--- config.mk ---
export PLATFORM = sky130hd
export DESIGN_NAME = palette_gradient_pixel_generator
export DESIGN_NICKNAME = d
export VERILOG_FILES = /design/src/hw/rtl/pgpg_pkg.sv /design/src/hw/rtl/palette_gradient_pixel_generator.sv
export VERILOG_INCLUDE_DIRS = /design/src /design/src/hw/rtl
export SDC_FILE = /design/constraint.sdc
export NUM_CORES = 2
export LEC_CHECK = 0
export BUFFER_PORTS_ARGS = -buffer_cell sky130_fd_sc_hd__buf_4
export CAP_MARGIN = 20
export CORE_MARGIN = 3
export CORE_UTILIZATION = 61
export CTS_BUF_LIST = sky130_fd_sc_hd__clkbuf_8
export CTS_CLUSTER_DIAMETER = 150
export CTS_CLUSTER_SIZE = 25
export DETAILED_ROUTE_END_ITERATION = 6
export PLACE_DENSITY = 0.85
export RECOVER_POWER = 50
export REMOVE_ABC_BUFFERS = 1
export SLEW_MARGIN = 20
export SYNTH_ARGS = -nofsm -noshare
export SYNTH_HDL_FRONTEND = slang
export SYNTH_SLANG_ARGS = --single-unit
--- constraint.sdc ---
create_clock -name clock -period 5.95 [get_ports clock]
set_input_delay 1.19 -clock clock [delete_from_list [all_inputs] [get_ports clock]]
set_output_delay 1.19 -clock clock [all_outputs]
set_load 0.01 [all_outputs]
--- src/hw/rtl/assert_macros.svh ---
// Assertion helpers for the RTL.
`ifndef ASSERT_MACROS_SVH
`define ASSERT_MACROS_SVH

// Same-cycle implication, disabled while rst is high.
`define ASSERT_IMPL(lbl, clk, rst, ante, cons) \
   lbl: assert property (@(posedge clk) disable iff (rst) (ante) |-> (cons)) \
      else $error("implication check failed");

// Next-cycle implication, disabled while rst is high.
`define ASSERT_NEXT(lbl, clk, rst, ante, cons) \
   lbl: assert property (@(posedge clk) disable iff (rst) (ante) |=> (cons)) \
      else $error("next-cycle check failed");

`endif

--- src/hw/rtl/pgpg_pkg.sv ---
package pgpg_pkg;

   localparam int PGPG_PALETTE_SIZE = 236;
   localparam int PGPG_IMAGE_WIDTH  = 320;
   localparam int PGPG_IMAGE_HEIGHT = 240;

   localparam int X_W        = 9;
   localparam int Y_W        = 8;
   localparam int CHAN_W     = 8;
   localparam int COLOR_W    = 3 * CHAN_W;
   localparam int CSR_IDX_W  = 3;
   localparam int CSR_DATA_W = 8;

   typedef enum logic [CSR_IDX_W-1:0] {
      REG_START_RED   = 3'd0,
      REG_START_GREEN = 3'd1,
      REG_START_BLUE  = 3'd2,
      REG_END_RED     = 3'd3,
      REG_END_GREEN   = 3'd4,
      REG_END_BLUE    = 3'd5,
      REG_DIRECTION   = 3'd6
   } csr_index_type;

   typedef enum logic [1:0] {
      DIR_VERTICAL   = 2'd0,
      DIR_DIAGONAL   = 2'd1,
      DIR_HORIZONTAL = 2'd2,
      DIR_MIRRORED   = 2'd3
   } direction_type;

   localparam logic [CHAN_W-1:0] START_RESET = 8'd0;
   localparam logic [CHAN_W-1:0] END_RESET   = 8'd255;
   localparam direction_type     DIR_RESET   = DIR_DIAGONAL;

endpackage

--- src/hw/rtl/palette_gradient_pixel_generator.sv ---
// Channel   Ports                                    Transaction
// -------   --------------------------------------   -----------------------------
// request   start, busy, req_pixel_x, req_pixel_y    start high while busy is low
// result    rsp_strobe, rsp_pixel_color              rsp_strobe high for one cycle
// config    csr_we, csr_index, csr_wdata             csr_we high, no wait
//
// One transaction enters every clock; busy is always low.
// The result reaches the result ports through six register stages (numerators, reciprocal
// multiplies, index, channel numerators, channel multiplies, color).
// Reset clears the stage valid bits and loads the default colors and direction.
// The receiver cannot stall, so results leave the pipeline as they complete.
`include "assert_macros.svh"

module palette_gradient_pixel_generator
   import pgpg_pkg::*;
#(
   parameter int PALETTE_SIZE = PGPG_PALETTE_SIZE,
   parameter int IMAGE_WIDTH  = PGPG_IMAGE_WIDTH,
   parameter int IMAGE_HEIGHT = PGPG_IMAGE_HEIGHT
) (
   input  logic                  clock,
   input  logic                  reset,
   input  logic                  start,
   output logic                  busy,
   input  logic [X_W-1:0]        req_pixel_x,
   input  logic [Y_W-1:0]        req_pixel_y,
   output logic                  rsp_strobe,
   output logic [COLOR_W-1:0]    rsp_pixel_color,
   input  logic                  csr_we,
   input  logic [CSR_IDX_W-1:0]  csr_index,
   input  logic [CSR_DATA_W-1:0] csr_wdata
);

   localparam int HALF  = PALETTE_SIZE / 2;
   localparam int IDX_W = $clog2(PALETTE_SIZE);
   localparam int LAT   = 6;

   localparam int NY_W = $clog2(2 * PALETTE_SIZE * (2 ** Y_W - 1) + IMAGE_HEIGHT + 1);
   localparam int DY   = 2 * IMAGE_HEIGHT;
   localparam int SY   = NY_W + $clog2(DY);
   localparam longint unsigned MY = ((64'd1 << SY) + DY - 1) / DY;
   localparam int PY_W = SY + NY_W;

   localparam int NX_W = $clog2(2 * PALETTE_SIZE * (2 ** X_W - 1) + IMAGE_WIDTH + 1);
   localparam int DX   = 2 * IMAGE_WIDTH;
   localparam int SX   = NX_W + $clog2(DX);
   localparam longint unsigned MX = ((64'd1 << SX) + DX - 1) / DX;
   localparam int PX_W = SX + NX_W;

   localparam int CB_W = ((NX_W > NY_W) ? NX_W : NY_W) + 2;

   localparam int NC_W = $clog2(511 * (PALETTE_SIZE - 1) + 1);
   localparam int DC   = 2 * (PALETTE_SIZE - 1);
   localparam int SC   = NC_W + $clog2(DC);
   localparam longint unsigned MC = ((64'd1 << SC) + DC - 1) / DC;
   localparam int PC_W = 2 * NC_W + 2;

   logic [CHAN_W-1:0] start_ff [3];
   logic [CHAN_W-1:0] end_ff [3];
   direction_type     dir_ff;

   logic              accept;

   logic              v1_ff, v2_ff, v3_ff, v4_ff, v5_ff, rsp_strobe_ff;
   logic [NY_W-1:0]   ynum_ff, ynum_in;
   logic [NX_W-1:0]   xnum_ff, xnum_in;
   logic [PY_W-1:0]   yprod_ff;
   logic [PX_W-1:0]   xprod_ff;
   logic [IDX_W-1:0]  idx_ff, idx_in;
   logic [CB_W-1:0]   sum;
   logic [NC_W-1:0]   cnum_ff [3];
   logic [NC_W-1:0]   cnum_in [3];
   logic [2:0]        neg4_ff, neg4_in, neg5_ff;
   logic [PC_W-1:0]   cprod_ff [3];
   logic [CHAN_W-1:0] chan [3];
   logic [COLOR_W-1:0] color_ff;

   assign busy   = 1'b0;
   assign accept = start && !busy;

   always_ff @(posedge clock) begin
      if (reset) begin
         for (int i = 0; i < 3; i++) begin
            start_ff[i] <= START_RESET;
            end_ff[i]   <= END_RESET;
         end
         dir_ff <= DIR_RESET;
      end else if (csr_we) begin
         case (csr_index)
            REG_START_RED:   start_ff[0] <= csr_wdata;
            REG_START_GREEN: start_ff[1] <= csr_wdata;
            REG_START_BLUE:  start_ff[2] <= csr_wdata;
            REG_END_RED:     end_ff[0]   <= csr_wdata;
            REG_END_GREEN:   end_ff[1]   <= csr_wdata;
            REG_END_BLUE:    end_ff[2]   <= csr_wdata;
            REG_DIRECTION:   dir_ff      <= direction_type'(csr_wdata[1:0]);
            default: begin
            end
         endcase
      end
   end

   // Each numerator is 2*a*b + c, so that a reciprocal multiply gives the rounded quotient.
   always_comb begin
      if (dir_ff == DIR_VERTICAL) begin
         ynum_in = NY_W'(2 * PALETTE_SIZE * int'(req_pixel_y) + IMAGE_HEIGHT);
      end else begin
         ynum_in = NY_W'(2 * HALF * int'(req_pixel_y) + IMAGE_HEIGHT);
      end
      if (dir_ff == DIR_HORIZONTAL) begin
         xnum_in = NX_W'(2 * PALETTE_SIZE * int'(req_pixel_x) + IMAGE_WIDTH);
      end else begin
         xnum_in = NX_W'(2 * (HALF - 1) * int'(req_pixel_x) + IMAGE_WIDTH);
      end
   end

   // The mirrored case subtracts the horizontal term from the far end of the row.
   always_comb begin
      case (dir_ff)
         DIR_VERTICAL:   sum = CB_W'(yprod_ff[SY +: NY_W]);
         DIR_HORIZONTAL: sum = CB_W'(xprod_ff[SX +: NX_W]);
         DIR_DIAGONAL:   sum = CB_W'(yprod_ff[SY +: NY_W]) + CB_W'(xprod_ff[SX +: NX_W]);
         DIR_MIRRORED:   sum = CB_W'(yprod_ff[SY +: NY_W]) + CB_W'(HALF - 1)
                               - CB_W'(xprod_ff[SX +: NX_W]);
         default:        sum = '0;
      endcase
      if (sum[CB_W-1]) begin
         idx_in = '0;
      end else if (sum > CB_W'(PALETTE_SIZE - 1)) begin
         idx_in = IDX_W'(PALETTE_SIZE - 1);
      end else begin
         idx_in = sum[IDX_W-1:0];
      end
   end

   always_comb begin
      for (int i = 0; i < 3; i++) begin
         neg4_in[i] = end_ff[i] < start_ff[i];
         if (neg4_in[i]) begin
            cnum_in[i] = NC_W'(2 * int'(start_ff[i] - end_ff[i]) * int'(idx_ff)
                               + PALETTE_SIZE - 1);
         end else begin
            cnum_in[i] = NC_W'(2 * int'(end_ff[i] - start_ff[i]) * int'(idx_ff)
                               + PALETTE_SIZE - 1);
         end
      end
   end

   always_comb begin
      for (int i = 0; i < 3; i++) begin
         if (neg5_ff[i]) begin
            chan[i] = start_ff[i] - cprod_ff[i][SC +: CHAN_W];
         end else begin
            chan[i] = start_ff[i] + cprod_ff[i][SC +: CHAN_W];
         end
      end
   end

   always_ff @(posedge clock) begin
      if (reset) begin
         v1_ff         <= 1'b0;
         v2_ff         <= 1'b0;
         v3_ff         <= 1'b0;
         v4_ff         <= 1'b0;
         v5_ff         <= 1'b0;
         rsp_strobe_ff <= 1'b0;
      end else begin
         v1_ff         <= accept;
         v2_ff         <= v1_ff;
         v3_ff         <= v2_ff;
         v4_ff         <= v3_ff;
         v5_ff         <= v4_ff;
         rsp_strobe_ff <= v5_ff;
      end
   end

   always_ff @(posedge clock) begin
      ynum_ff  <= ynum_in;
      xnum_ff  <= xnum_in;
      yprod_ff <= PY_W'(ynum_ff) * PY_W'(MY);
      xprod_ff <= PX_W'(xnum_ff) * PX_W'(MX);
      idx_ff   <= idx_in;
      neg4_ff  <= neg4_in;
      neg5_ff  <= neg4_ff;
      for (int i = 0; i < 3; i++) begin
         cnum_ff[i]  <= cnum_in[i];
         cprod_ff[i] <= PC_W'(cnum_ff[i]) * PC_W'(MC);
      end
      color_ff <= {chan[0], chan[1], chan[2]};
   end

   assign rsp_strobe      = rsp_strobe_ff;
   assign rsp_pixel_color = color_ff;

   `ASSERT_IMPL(a_strobe_from_request, clock, reset, rsp_strobe, $past(accept, LAT))
   `ASSERT_IMPL(a_index_in_palette, clock, reset, v3_ff, idx_ff <= IDX_W'(PALETTE_SIZE - 1))
   `ASSERT_NEXT(a_reset_clears_strobe, clock, 1'b0, reset, !rsp_strobe)

endmodule

---- Word level (Yosys, flattened, before mapping) ----
Memory sizes are Yosys's and may differ from the RTL's.
Index checks and enable logic that the tools add are counted.
operators by class
  add/sub/neg operators ................... 31
  multiply operators ...................... 15
  magnitude comparators ................... 4
  eq/ne operators ......................... 9
  muxes and demuxes ....................... 42
  bitwise gates (word level) .............. 6
  reductions and logical operators ........ 4
operators with widths
  cell                    number
  $mul 17x18->35 const B  4
  $add 17x9->17 const B   6
  $sub 17x2->17 const B   6
  $mul 9x9->16            6
  $mux 8                  10
  $pmux 20 s4             1
  $mux 17                 4
  $sub 8x8->9             6
  $mul 18x19->37 const B  1
  $mul 6x8->14 const A    2
  $mux 1                  26
  $add 8x8->8             3
  $lt 8x8->1              3
  $sub 8x8->8             3
  $gt 20x8->1 const B     1
  $add 17x9->18 const B   1
  $add 18x9->18 const B   1
  $mux 18                 1
  $add 16x8->17 const B   1
  $add 17x8->17 const B   1
  $mul 7x9->16 const A    1
  $mul 6x9->15 const A    1
  $sub 10x9->11           1
  $add 9x7->10 const B    1
  other kinds (11)        20
storage, ports and cells
  flip-flop bits (word level) ............. 153
  RAM bits ................................ 204
  output and inout port bits .............. 26
  logic and storage cells ................. 131
  memories ................................ 4
memories
  name      depth  bits a word  read ports  clocked after memory_dff  wr ports  line                                    text
  cprod_ff  3      35           3           0                         3         palette_gradient_pixel_generator.sv:74  logic [PC_W-1:0] cprod_ff [3];
  cnum_ff   3      17           3           0                         3         palette_gradient_pixel_generator.sv:71  logic [NC_W-1:0] cnum_ff [3];
  end_ff    3      8            3           0                         3         palette_gradient_pixel_generator.sv:59  logic [CHAN_W-1:0] end_ff [3];
  start_ff  3      8            3           0                         3         palette_gradient_pixel_generator.sv:58  logic [CHAN_W-1:0] start_ff [3];

---- Depth between registers and ports, before layout ----
  depth in word-level cells ............... 6
  mapped depth ............................ 29
  gate-level depth less buffers ........... 29

---- Least setup slack after synthesis ----
Ideal clock, no wire load.
  kind .................................... register to register
  start point ............................. mem end_ff[1][0], in the netlist end_ff[0][8]
  end point ............................... mem cnum_ff[0][33] (netlist name)
  data arrival time ....................... 6364 ps
  required time ........................... 5810 ps
  path slack .............................. -554 ps
  stages on the path, launching flop included .. 28
  path buffers ............................ 0
  period minus slack after synthesis ...... 6504 ps
  cell sequence ........................... edfxtp_1 -> inv_1 -> ha_1 -> inv_1 -> fa_1 -> a21oi_1 -> nor2_1 -> o21ai_0 -> a21oi_1 -> o41ai_1 -> nand2_1 -> fa_1 -> inv_1 -> fa_1 -> fa_1 -> inv_1 -> fa_1 -> inv_1 -> ha_1 -> a21o_1 -> a221oi_1 -> a21oi_1 -> a21o_1 -> a21oi_1 -> xor2_1 -> nor3_1 -> xnor2_1 -> mux2i_1
RTL lines
  item             line
  start, declared  palette_gradient_pixel_generator.sv:59
  end, declared    palette_gradient_pixel_generator.sv:71

==> run metrics <==
status=complete, but fails checks; failing checks=design-rule violations, negative setup slack; grt total ovfl=0; critical path data required time=6.57 ns; Hold Path Class=flop to flop; commonest non-fill, non-tap cells in the layout=inv_1, ha_1, fa_1; GRT Overall Usage=0.3019; FF+latch count, synth=216; Die Wd=287.7 microns; Final Hold Vio Count=0; drt first pass iters=7; Max Cap Violations=0; drt total wl=~140,000 microns; I/O Pins=58; DRC=16; first-pass GRT wire length=between 200,000 and 250,000 microns; Max Clock Skew=0.1705 ns; H-tree depth=1; Critical Setup Path Class=flop to flop; Nets=between 7,000 and 8,000; EDFF count, synth=48; maximum clock frequency=0.1446 GHz; TritonCTS clock tree=yes; later-pin clock latency in the skew report=approximately 0.74 ns; cell count after synthesis=5,161; Crit path arrival time=~7.5 ns; clk slew on worst S/H paths=between 0.15 and 0.2 ns; Antenna Nets Post-Route=0; routed wire length per instance=21.33 microns; Area Growth Syn to Fin=16.95%; Tcrit/Tclk final=1.163; Mapped Area=48,410 sq um; Worst Setup End Kind=flop; Worst Setup Start Kind=flop; count of pins over their slew limit=0; Placer Congestion=0.9336; Std-Cell Rows=102; Slew headroom=0.1177; asr flop ratio synth=0; Final Core Density=0.7260; Synth Flop Type=dfxtp_1; hpwl dp=94,480 microns; Synth cell types=83; commonest non-fill, non-tap cell in the layout=inv_1; Hold Slack=0.2896 ns; share of layout cells above drive strength 1=0.1817; clock root cell=clkbuf_8; die area=82,770 sq um; core area=77,980 sq um; final setup fails=27; Die H=287.7 microns; via count=40,380; transition time at the pin with the least slew margin=around 1.3 ns; R2R Setup Slk=-0.97 ns; initial antenna violation count=8; CTS Sinks=216; Yosys warning count=0; final instance area=56,610 sq um; Num CTS Buffers=14; PortBufs=56; sequential-to-total area share from yosys stat=0.09925; Initial Util=0.6208; Max Root-Sink Buffers=3; CP max stage cell=or4_1; post-route setup TNS=-15.94 ns; syn_area_per_cell=9.380 sq um; final worst slack=-0.9674 ns; DP Area=53,200 sq um; pin count of the biggest net entering global routing=53; drt first-iter violations=3,702; Layout fillers=4,661; Via density=5.988; vias in the first global route=approximately 42,000; min Tclk post-route=6.917 ns; RSZ-0062 raised after global routing=yes; CP Max Fanout=4; max incr delay on CP=0.55 ns
## cells by family (layout without fill, tap and decap cells)
group,after synthesis,after routing,synth area share
other cells,1,7,0.00007747
mux,36,36,0.009124
compound gates,576,576,0.07744
xor+xnor,352,352,0.06397
flops,216,216,0.09925
fa+ha+maj,1685,1685,0.5486
simple gates,948,948,0.09692
buf+inv,1347,1883,0.1047
## state kept, by name (all words and copies together) (netlist names), 15 cells and up
name             cells
cnum_ff             48
cprod_ff            24
end_ff              24
rsp_pixel_color     24
start_ff            24
xnum_ff             17
ynum_ff             15
## through the flow
step,std cells,setup WS [ns]
after floorplan,5089,-0.6020
after global placement,6623,-0.5300
after detailed placement,6623,-0.7862
after CTS,6688,-0.3475
after global routing,6738,-1.148
final,6743,-0.9674
## synthesized netlist by cell type, types with 8 or more instances
cell      count  share of area
a211o_1       8         0.0014
a211oi_1     27         0.0042
a21o_1       56         0.0087
a21oi_1     182          0.019
a221oi_1     13         0.0024
a31oi_1      18         0.0023
and2_1      208          0.027
and3_1       22         0.0028
clkbuf_1     64         0.0050
dfxtp_1     168          0.069
edfxtp_1     48          0.030
fa_1        729           0.30
ha_1        956           0.25
inv_1      1275          0.099
mux2i_1      25         0.0052
nand2_1     313          0.024
nand2b_1     19         0.0025
nand3_1      40         0.0041
nand4_1      20         0.0026
nor2_1      165          0.013
nor2b_1      43         0.0056
nor3_1       53         0.0055
o211ai_1     10         0.0016
o21a_1       31         0.0048
o21ai_0     101          0.010
o21ai_1       8        0.00083
o21bai_1     32         0.0050
o31ai_1      13         0.0020
or2_2         8         0.0010
or3_1        21         0.0027
xnor2_1     232          0.042
xor2_1      119          0.022
## area by class of cell
type | instances | area [sq um] | area share
Antenna cell | 6 | 15.01 | 0.0002652
Clock buffer | 16 | 220.2 | 0.003890
Clock inverter | 8 | 83.83 | 0.001481
Inverter | 1275 | 4788 | 0.08458
Multi-Input combinational cell | 3598 | 40820 | 0.7210
Sequential cell | 216 | 4821 | 0.08515
Tap cell | 1040 | 1301 | 0.02298
Timing Repair Buffer | 584 | 4566 | 0.08064
## path summary, 6_finish.rpt
kind	end	depth (start not counted)	start
hold reg to reg	v5_ff	1	v4_ff
setup reg to reg	cnum_ff[0][33]	31	start_ff[0][8]
hold / removal	v5_ff	1	v4_ff
setup / recovery	cnum_ff[0][33]	31	start_ff[0][8]
## repair_timing
| action | in CTS | in global routing |
|---|---|---|
| pin swaps | 172 | 201 |
| resized for setup | 289 | 224 |
| setup buffers | 43 | 54 |
| cloned | 0 | 0 |
| hold buffers | 0 | 0 |
| endpoints found under the setup margin | 23 | 34 |
## layer usage
| layer | global-route usage | wire [microns] | up-vias |
|---|---|---|---|
| li1 | - | - | 17320 |
| met1 | 0.3546 | 48010 | 19370 |
| met2 | 0.5432 | 68960 | 2558 |
| met3 | 0.04165 | 14330 | 1126 |
| met4 | 0.1441 | 12530 | 2 |
| met5 | 0 | 9 | - |
## critical path: cells and delay by family, from the launching register on
family / cells / cell delay [ns]
buf+inv: 11 / 1.42
compound gates: 5 / 1.06
fa+ha+maj: 7 / 2.44
simple gates: 4 / 0.83
mux: 1 / 0.10
flops: 1 / 0.42
xor+xnor: 3 / 0.52
Power is left out: the tool's default activity adds up to more than one toggle a clock period on the data nets, which glitch-free logic cannot reach.
